$ cat src/sv/roman_numeral_decoder_unit_defines.svh
// assertion macros used by the decoder top level
`ifndef ROMAN_NUMERAL_DECODER_UNIT_DEFINES_SVH
`define ROMAN_NUMERAL_DECODER_UNIT_DEFINES_SVH

// same-cycle implication, sampled on clk, off during reset
`define RND_ASSERT_NOW(label, ante, cons, msg) \
  label: assert property (@(posedge clk) disable iff (!rst_n) (ante) |-> (cons)) \
    else $error(msg);

// next-cycle implication, sampled on clk, off during reset
`define RND_ASSERT_NEXT(label, ante, cons, msg) \
  label: assert property (@(posedge clk) disable iff (!rst_n) (ante) |=> (cons)) \
    else $error(msg);

`endif

$ cat src/sv/rnd_pkg.sv
package rnd_pkg;

  // width of the parenthesis counters
  localparam int PAREN_COUNT_WIDTH = 16;

  // known characters
  localparam logic [7:0] CH_M     = 8'h4D;
  localparam logic [7:0] CH_D     = 8'h44;
  localparam logic [7:0] CH_C     = 8'h43;
  localparam logic [7:0] CH_L     = 8'h4C;
  localparam logic [7:0] CH_X     = 8'h58;
  localparam logic [7:0] CH_V     = 8'h56;
  localparam logic [7:0] CH_I     = 8'h49;
  localparam logic [7:0] CH_OPEN  = 8'h28;
  localparam logic [7:0] CH_CLOSE = 8'h29;

  typedef enum logic [1:0] {
    STATUS_OK         = 2'd0,
    STATUS_UNKNOWN    = 2'd1,
    STATUS_UNBALANCED = 2'd2
  } status_t;

  typedef struct packed {
    logic [7:0] symbol;
    logic       last_char;
  } in_t;

  typedef struct packed {
    logic signed [31:0] value;
    status_t            status;
  } out_t;

  // decoded character
  typedef struct packed {
    logic [9:0] val;
    logic       known;
    logic       is_open;
    logic       is_close;
  } digit_t;

  function automatic digit_t digit_decode(logic [7:0] ch);
    digit_t d;
    d.val      = 10'd0;
    d.known    = 1'b1;
    d.is_open  = 1'b0;
    d.is_close = 1'b0;
    case (ch)
      CH_M:     d.val = 10'd1000;
      CH_D:     d.val = 10'd500;
      CH_C:     d.val = 10'd100;
      CH_L:     d.val = 10'd50;
      CH_X:     d.val = 10'd10;
      CH_V:     d.val = 10'd5;
      CH_I:     d.val = 10'd1;
      CH_OPEN:  d.is_open = 1'b1;
      CH_CLOSE: d.is_close = 1'b1;
      default:  d.known = 1'b0;
    endcase
    return d;
  endfunction

  // multiply by 1000 as 1024 - 16 - 8, wrapping at 32 bits
  function automatic logic [31:0] times_1000(logic [31:0] t);
    return (t << 10) - (t << 4) - (t << 3);
  endfunction

endpackage

$ cat src/sv/roman_numeral_decoder_unit.sv
// channel | direction | payload                      | handshake
// in_     | input     | rnd_pkg::in_t  symbol, last  | in_valid / in_stall
// out_    | output    | rnd_pkg::out_t value, status | out_valid / out_stall
//
// one character per cycle while in_stall is low; a result passes through the input register,
// then one pass of decode, settle, x1000 and final add, into the result register
// synchronous active-low reset clears the accumulator, counters and valid flags
// in_stall rises only when the final character meets a full, stalled result register
`include "roman_numeral_decoder_unit_defines.svh"

module roman_numeral_decoder_unit (
  input  logic          clk,
  input  logic          rst_n,
  input  logic          in_valid,
  output logic          in_stall,
  input  rnd_pkg::in_t  in_data,
  output logic          out_valid,
  input  logic          out_stall,
  output rnd_pkg::out_t out_data
);

  logic          stage_valid;
  rnd_pkg::in_t  stage_data;
  logic          advance;
  logic          out_free;
  logic          res_valid;
  rnd_pkg::out_t res_data;

  // input register
  rnd_in_stage u_in (
    .clk         (clk),
    .rst_n       (rst_n),
    .in_valid    (in_valid),
    .in_stall    (in_stall),
    .in_data     (in_data),
    .advance     (advance),
    .stage_valid (stage_valid),
    .stage_data  (stage_data)
  );

  // accumulator and result logic
  rnd_core u_core (
    .clk         (clk),
    .rst_n       (rst_n),
    .stage_valid (stage_valid),
    .stage_data  (stage_data),
    .out_free    (out_free),
    .advance     (advance),
    .res_valid   (res_valid),
    .res_data    (res_data)
  );

  // result register
  rnd_out_stage u_out (
    .clk       (clk),
    .rst_n     (rst_n),
    .res_valid (res_valid),
    .res_data  (res_data),
    .out_free  (out_free),
    .out_valid (out_valid),
    .out_stall (out_stall),
    .out_data  (out_data)
  );

  // checks
  `RND_ASSERT_NOW(a_stall_needs_item, in_stall, stage_valid, "stall with empty input register")
  `RND_ASSERT_NEXT(a_last_gives_result, advance && stage_data.last_char, out_valid, "final character produced no result")
  `RND_ASSERT_NOW(a_error_value_zero, out_valid && out_data.status != rnd_pkg::STATUS_OK, out_data.value == 32'sd0, "error result with nonzero value")

endmodule

$ cat src/sv/rnd_in_stage.sv
module rnd_in_stage (
  input  logic         clk,
  input  logic         rst_n,
  input  logic         in_valid,
  output logic         in_stall,
  input  rnd_pkg::in_t in_data,
  input  logic         advance,
  output logic         stage_valid,
  output rnd_pkg::in_t stage_data
);

  logic         stage_valid_r;
  logic         stage_valid_nxt;
  rnd_pkg::in_t stage_data_r;

  // hold while the current transaction cannot move on
  assign in_stall    = stage_valid_r && !advance;
  assign stage_valid = stage_valid_r;
  assign stage_data  = stage_data_r;

  always_comb begin
    stage_valid_nxt = stage_valid_r;
    if (!in_stall) begin
      stage_valid_nxt = in_valid;
    end
  end

  always_ff @(posedge clk) begin
    if (!rst_n) begin
      stage_valid_r <= 1'b0;
    end else begin
      stage_valid_r <= stage_valid_nxt;
    end
  end

  // payload capture
  always_ff @(posedge clk) begin
    if (in_valid && !in_stall) begin
      stage_data_r <= in_data;
    end
  end

endmodule

$ cat src/sv/rnd_core.sv
module rnd_core (
  input  logic          clk,
  input  logic          rst_n,
  input  logic          stage_valid,
  input  rnd_pkg::in_t  stage_data,
  input  logic          out_free,
  output logic          advance,
  output logic          res_valid,
  output rnd_pkg::out_t res_data
);

  localparam int CW = rnd_pkg::PAREN_COUNT_WIDTH;

  logic [31:0]   total_r,     total_nxt;
  logic [9:0]    pend_val_r,  pend_val_nxt;
  logic          pend_vld_r,  pend_vld_nxt;
  logic [CW-1:0] open_cnt_r,  open_cnt_nxt;
  logic [CW-1:0] close_cnt_r, close_cnt_nxt;
  logic          bad_r,       bad_nxt;

  rnd_pkg::digit_t dig;
  logic [31:0]     pend_ext;
  logic [31:0]     settled;
  logic [31:0]     scaled;
  logic [31:0]     final_total;
  logic [9:0]      pend_val_a;
  logic            pend_vld_a;
  logic [CW-1:0]   open_cnt_a;
  logic [CW-1:0]   close_cnt_a;
  logic            bad_a;

  // a non-final character never waits on the result side
  assign advance = stage_valid && (!stage_data.last_char || out_free);
  assign dig     = rnd_pkg::digit_decode(stage_data.symbol);
  assign pend_ext = {22'd0, pend_val_r};

  // settle the held digit, then scale on a closing parenthesis
  always_comb begin
    settled = total_r;
    if (dig.known && pend_vld_r) begin
      if (pend_val_r >= dig.val) begin
        settled = total_r + pend_ext;
      end else begin
        settled = total_r - pend_ext;
      end
    end
    scaled = (dig.known && dig.is_close) ? rnd_pkg::times_1000(settled) : settled;
  end

  // held digit, counters and error flag after this character
  always_comb begin
    pend_val_a  = pend_val_r;
    pend_vld_a  = pend_vld_r;
    open_cnt_a  = open_cnt_r;
    close_cnt_a = close_cnt_r;
    bad_a       = bad_r || !dig.known;
    if (dig.known) begin
      if (dig.is_open) begin
        pend_vld_a = 1'b0;
        open_cnt_a = open_cnt_r + 1'b1;
      end else if (dig.is_close) begin
        pend_vld_a  = 1'b0;
        close_cnt_a = close_cnt_r + 1'b1;
      end else begin
        pend_vld_a = 1'b1;
        pend_val_a = dig.val;
      end
    end
    final_total = pend_vld_a ? scaled + {22'd0, pend_val_a} : scaled;
  end

  // next state and result
  always_comb begin
    total_nxt       = total_r;
    pend_val_nxt    = pend_val_r;
    pend_vld_nxt    = pend_vld_r;
    open_cnt_nxt    = open_cnt_r;
    close_cnt_nxt   = close_cnt_r;
    bad_nxt         = bad_r;
    res_valid       = 1'b0;
    res_data.value  = final_total;
    res_data.status = rnd_pkg::STATUS_OK;
    if (bad_a) begin
      res_data.value  = 32'sd0;
      res_data.status = rnd_pkg::STATUS_UNKNOWN;
    end else if (open_cnt_a != close_cnt_a) begin
      res_data.value  = 32'sd0;
      res_data.status = rnd_pkg::STATUS_UNBALANCED;
    end
    if (advance) begin
      if (stage_data.last_char) begin
        res_valid     = 1'b1;
        total_nxt     = 32'd0;
        pend_val_nxt  = 10'd0;
        pend_vld_nxt  = 1'b0;
        open_cnt_nxt  = '0;
        close_cnt_nxt = '0;
        bad_nxt       = 1'b0;
      end else begin
        total_nxt     = scaled;
        pend_val_nxt  = pend_val_a;
        pend_vld_nxt  = pend_vld_a;
        open_cnt_nxt  = open_cnt_a;
        close_cnt_nxt = close_cnt_a;
        bad_nxt       = bad_a;
      end
    end
  end

  always_ff @(posedge clk) begin
    if (!rst_n) begin
      total_r     <= 32'd0;
      pend_val_r  <= 10'd0;
      pend_vld_r  <= 1'b0;
      open_cnt_r  <= '0;
      close_cnt_r <= '0;
      bad_r       <= 1'b0;
    end else begin
      total_r     <= total_nxt;
      pend_val_r  <= pend_val_nxt;
      pend_vld_r  <= pend_vld_nxt;
      open_cnt_r  <= open_cnt_nxt;
      close_cnt_r <= close_cnt_nxt;
      bad_r       <= bad_nxt;
    end
  end

endmodule

$ cat src/sv/rnd_out_stage.sv
module rnd_out_stage (
  input  logic          clk,
  input  logic          rst_n,
  input  logic          res_valid,
  input  rnd_pkg::out_t res_data,
  output logic          out_free,
  output logic          out_valid,
  input  logic          out_stall,
  output rnd_pkg::out_t out_data
);

  logic          out_valid_r;
  logic          out_valid_nxt;
  rnd_pkg::out_t out_data_r;

  // register can take a result when empty or being drained
  assign out_free  = !out_valid_r || !out_stall;
  assign out_valid = out_valid_r;
  assign out_data  = out_data_r;

  always_comb begin
    out_valid_nxt = out_valid_r;
    if (out_free) begin
      out_valid_nxt = res_valid;
    end
  end

  always_ff @(posedge clk) begin
    if (!rst_n) begin
      out_valid_r <= 1'b0;
    end else begin
      out_valid_r <= out_valid_nxt;
    end
  end

  // result payload
  always_ff @(posedge clk) begin
    if (out_free && res_valid) begin
      out_data_r <= res_data;
    end
  end

endmodule

$ cat config.mk
export PLATFORM = sky130hd
export DESIGN_NAME = roman_numeral_decoder_unit
export DESIGN_NICKNAME = d
export VERILOG_FILES = /design/src/sv/rnd_pkg.sv /design/src/sv/roman_numeral_decoder_unit.sv /design/src/sv/rnd_in_stage.sv /design/src/sv/rnd_core.sv /design/src/sv/rnd_out_stage.sv
export VERILOG_INCLUDE_DIRS = /design/src /design/src/sv
export SDC_FILE = /design/constraint.sdc
export NUM_CORES = 1
export LEC_CHECK = 0
export ABC_AREA = 0
export BUFFER_PORTS_ARGS = -buffer_cell sky130_fd_sc_hd__buf_2
export CAP_MARGIN = 20
export CORE_ASPECT_RATIO = 1.25
export CORE_MARGIN = 2
export CORE_UTILIZATION = 40
export CTS_BUF_LIST = sky130_fd_sc_hd__clkbuf_4 sky130_fd_sc_hd__clkbuf_8 sky130_fd_sc_hd__clkbuf_16
export DETAILED_ROUTE_END_ITERATION = 7
export PLACE_DENSITY_LB_ADDON = 0.25
export SYNTH_ARGS = -nofsm -noshare
export SYNTH_HDL_FRONTEND = slang
export SYNTH_SLANG_ARGS = --single-unit
export TNS_END_PERCENT = 20
$ cat constraint.sdc
create_clock -name clk -period 11 [get_ports clk]
set_clock_uncertainty 0.15 [all_clocks]
set_input_delay 2.2 -clock clk [delete_from_list [all_inputs] [get_ports clk]]
set_output_delay 2.2 -clock clk [all_outputs]
set_load 0.05 [all_outputs]
==> metrics.cfg <==
[run_status]
status = finished, final reports clean

[yosys]
synth_cells = 1592
post_synth_simple_gate_area_pct = 23.95
post_synth.cell_area_avg_sq_um = 7.806
syn_area_sq_um = 12430
synth-seq-area-share_pct = 22.96
yosys_reg_bits = 121
synth-xor-area-share_pct = 8.216
adder_cell_share_of_the_synthesized_area_pct = 12.06
ys.flop_type = sky130_fd_sc_hd__dfxtp_1
netlist.area_leader.share_pct = 12.57
synth_top_family_by_area = compound AO/OA/AOI/OAI gates
synth_cell_types = 93
synth_compound_gate_area_share_pct = 25.08
synth_nets = 1717
most_common_cell_in_the_synthesized_netlist = sky130_fd_sc_hd__nand2_1
synth_top_cells_by_area = sky130_fd_sc_hd__dfxtp_1 (13%), sky130_fd_sc_hd__edfxtp_1 (10%), sky130_fd_sc_hd__ha_1 (10%)
synth_edf_count = 43
yosysWarningCount = 0
post-synth-top-area-cell = sky130_fd_sc_hd__dfxtp_1
fraction_of_registers_with_async_set_reset_pct = 0
synth.cells.most_frequent = sky130_fd_sc_hd__nand2_1 (150), sky130_fd_sc_hd__nor2_1 (145), sky130_fd_sc_hd__a21oi_1 (102), sky130_fd_sc_hd__ha_1 (99), sky130_fd_sc_hd__o21ai_0 (95)
synthMuxAreaShare_pct = 2.517

[job]
maxCapViolCount = 0

[detailed_routing]
drt_iter0_markers = 862
drc_markers = 0
drt.antenna.violating_nets = 0
wl_um = 38780
total_via_count_after_detailed_routing = 11890
drt-vias-per-instance = 5.916
firstDrtPassIters = 5
wl_per_cell_um = 19.29

[worst_setup_path]
path_delay_family = compound AO/OA/AOI/OAI gates
critical_path.most_common_cell = sky130_fd_sc_hd__a21o_1
startpoint_to_endpoint_class_of_the_critical_path = reg -> reg
crit_path_max_fanout = 9
reg2reg_slack_ns = 0.79
critPathRequiredTime_ns = 11.02
timing.critical_path.slowest_cell_delay_ns = 0.77
cp.depth = 36
r2r_end = u_out.out_data[29]$_SDFFCE_PP0P_
cp.buffers_inverters = 2
crit_path_end_kind = flip-flop
critPathLaunchType = flip-flop
critPathLaunch = u_in.stage_data[2]$_DFFE_PP_
worst_path_max_delay_cell = sky130_fd_sc_hd__o21ai_0
critPathArrivalTime_ns = 10.23
crit_path_end = u_out.out_data[29]$_SDFFCE_PP0P_
worst_r2r_path_depth = 36
reg2reg_from = u_in.stage_data[2]$_DFFE_PP_

[timing]
post-route-worst-setup-slack_ns = 0.7931
slew_headroom_pct = 32.07
timing.final.crit_share_pct = 92.79
final_critical_period_ns = 10.21
fmaxAchievable_mhz = 97.97
final_max_slew_viol_count = 0
fin_hold_ws_ns = 0.3366
tns_ns = 0
rsz_0062_raised_after_global_routing = no
worstMarginPinSlew_ns = 1.019
setup_viol = 0
timing.final.hold_violations = 0

[place]
post-dp-hpwl_um = 29250
gp_congestion = 0.9479
worst_slack_after_detailed_placement_ns = 0.5991
io_buffer_count = 48

[min_path]
cell_depth_of_the_worst_hold_path = 2
min-delay-path-class = reg -> reg

[clock_network]
tritoncts.num_buffers = 17
cts-root-to-sink-buffers = 2
worstSkewPairLatency_ns = 0.45
clk_transition_reported_paths_ns = 0.06
cts.sinks = 121
tritoncts_clock_tree = done
htree_num_levels = 4
post-cts-setup-buffer-count = 0
clockRootBuffer = sky130_fd_sc_hd__clkbuf_16
cts-resized-gates = 0
holdBufCountCts = 0

[finish]
synthToLayoutAreaGrowth_pct = 9.233
layout.nets = 1715
filler_cell_count = 3143
n_antenna_cell = 0
final_layout_size_suffix_gt1_share_pct = 8.983
utilization_pct = 44.06

[floorplanning]
placement_rows = 72
floorplan.initialDensity_pct = 40.33
die-width_um = 161.7
die_height_um = 201.1
floorplan.core_area_sq_um = 30810
die_area_sq_um = 32500
num_io_pins = 49

[power]
total_leakage_power_nw = 5.566
finalPower_mw = 1.151
power_density_nw_per_um2 = 84.76
ir_drop_uv = 110.4

[global_route]
number_of_global_route_vias_before_repair = 11760
grt_max_degree = 55
grt_usage_pct = 24.15
grt_first_pass_wirelength_um = 62200
overflow = 0
antenna_found_initial = 0

-- worst min-delay path by stage --
stage	start	endpoint	slack, ns
after detailed placement	u_core.bad_r$_SDFFE_PN0P_	u_core.bad_r$_SDFFE_PN0P_	0.32
after global routing	u_core.bad_r$_SDFFE_PN0P_	u_core.bad_r$_SDFFE_PN0P_	0.40
after CTS	u_core.bad_r$_SDFFE_PN0P_	u_core.bad_r$_SDFFE_PN0P_	0.34
after floorplan	u_core.bad_r$_SDFFE_PN0P_	u_core.bad_r$_SDFFE_PN0P_	0.29
after global placement	u_core.bad_r$_SDFFE_PN0P_	u_core.bad_r$_SDFFE_PN0P_	0.31
final	u_core.bad_r$_SDFFE_PN0P_	u_core.bad_r$_SDFFE_PN0P_	0.34
-- state kept, by name, summed over array words and instances (netlist names) --
register and cells:
u_out.out_valid 1, u_in.stage_data 9, u_core.bad_r 1, u_core.pend_val_r 10, u_out.out_data 34, u_core.open_cnt_r 16, u_core.close_cnt_r 16, u_core.pend_vld_r 1
u_in.stage_valid 1, u_core.total_r 32
-- final cells by class --
cell class / instances / area, sq um / share of cell area [%]
Timing Repair Buffer: 65 / 370.4 / 2.728
Clock inverter: 14 / 167.7 / 1.235
Tap cell: 407 / 509.2 / 3.751
Multi-Input combinational cell: 1307 / 8931 / 65.79
Inverter: 78 / 292.8 / 2.157
Clock buffer: 18 / 450.4 / 3.318
Sequential cell: 121 / 2853 / 21.02
-- routing by layer --
metal / routed length (um) / up-vias / track usage (%)
li1: - / 5773 / -
met1: 15750 / 5673 / 27.31
met2: 19290 / 321 / 42.52
met3: 1248 / 124 / 2.851
met4: 2494 / 0 / 15.90
met5: 0 / - / 0
-- layout by cell type (no fill, tap or decap), types with 16 or more instances in the layout --
master	instances
sky130_fd_sc_hd__nand2_1	149
sky130_fd_sc_hd__nor2_1	144
sky130_fd_sc_hd__a21oi_1	102
sky130_fd_sc_hd__ha_1	99
sky130_fd_sc_hd__o21ai_0	95
sky130_fd_sc_hd__dfxtp_1	78
sky130_fd_sc_hd__inv_1	75
sky130_fd_sc_hd__xnor2_1	71
sky130_fd_sc_hd__nor2b_1	51
sky130_fd_sc_hd__nor3_1	51
sky130_fd_sc_hd__buf_2	49
sky130_fd_sc_hd__xor2_1	43
sky130_fd_sc_hd__edfxtp_1	43
sky130_fd_sc_hd__a21o_1	41
sky130_fd_sc_hd__nand3_1	35
sky130_fd_sc_hd__a22oi_1	34
sky130_fd_sc_hd__and2_1	33
sky130_fd_sc_hd__nand4_1	23
sky130_fd_sc_hd__and3_1	22
sky130_fd_sc_hd__or3_1	22
sky130_fd_sc_hd__mux2i_1	20
sky130_fd_sc_hd__a21boi_0	20
sky130_fd_sc_hd__o211ai_1	19
sky130_fd_sc_hd__a211oi_1	19
sky130_fd_sc_hd__clkbuf_16	18
sky130_fd_sc_hd__a31oi_1	16
-- cell families after synthesis --
family | after synthesis
AOI/OAI and AO/OA | 458
xor gates and xnor gates | 115
adders and majority gates | 112
muxes | 29
and+or+nand+nor | 593
buffers and inverters | 164
DFF | 121
-- power breakdown --
group / total (mW) / internal, mW / switching [mW]
Clock: 0.605 / 0.370 / 0.235
Sequential: 0.476 / 0.468 / 0.00733
Combinational: 0.0704 / 0.0200 / 0.0503
-- per-stage QoR --
| step | std cells | instance area (sq um) |
|---|---|---|
| 2_1_floorplan | 1592 | 12430 |
| 3_3_place_gp | 1975 | 12930 |
| 3_5_place_dp | 1975 | 12930 |
| 4_1_cts | 2007 | 13550 |
| 5_1_grt | 2010 | 13570 |
| 6_report | 2010 | 13570 |
-- worst min-delay path, delay by kind of cell (launching register included) --
kind | cells | cell delay [ns]
and+or+nand+nor | 1 | 0.08
AOI/OAI and AO/OA | 1 | 0.05
DFF | 1 | 0.33
No activity file was read; power rests on OpenSTA's default activity.
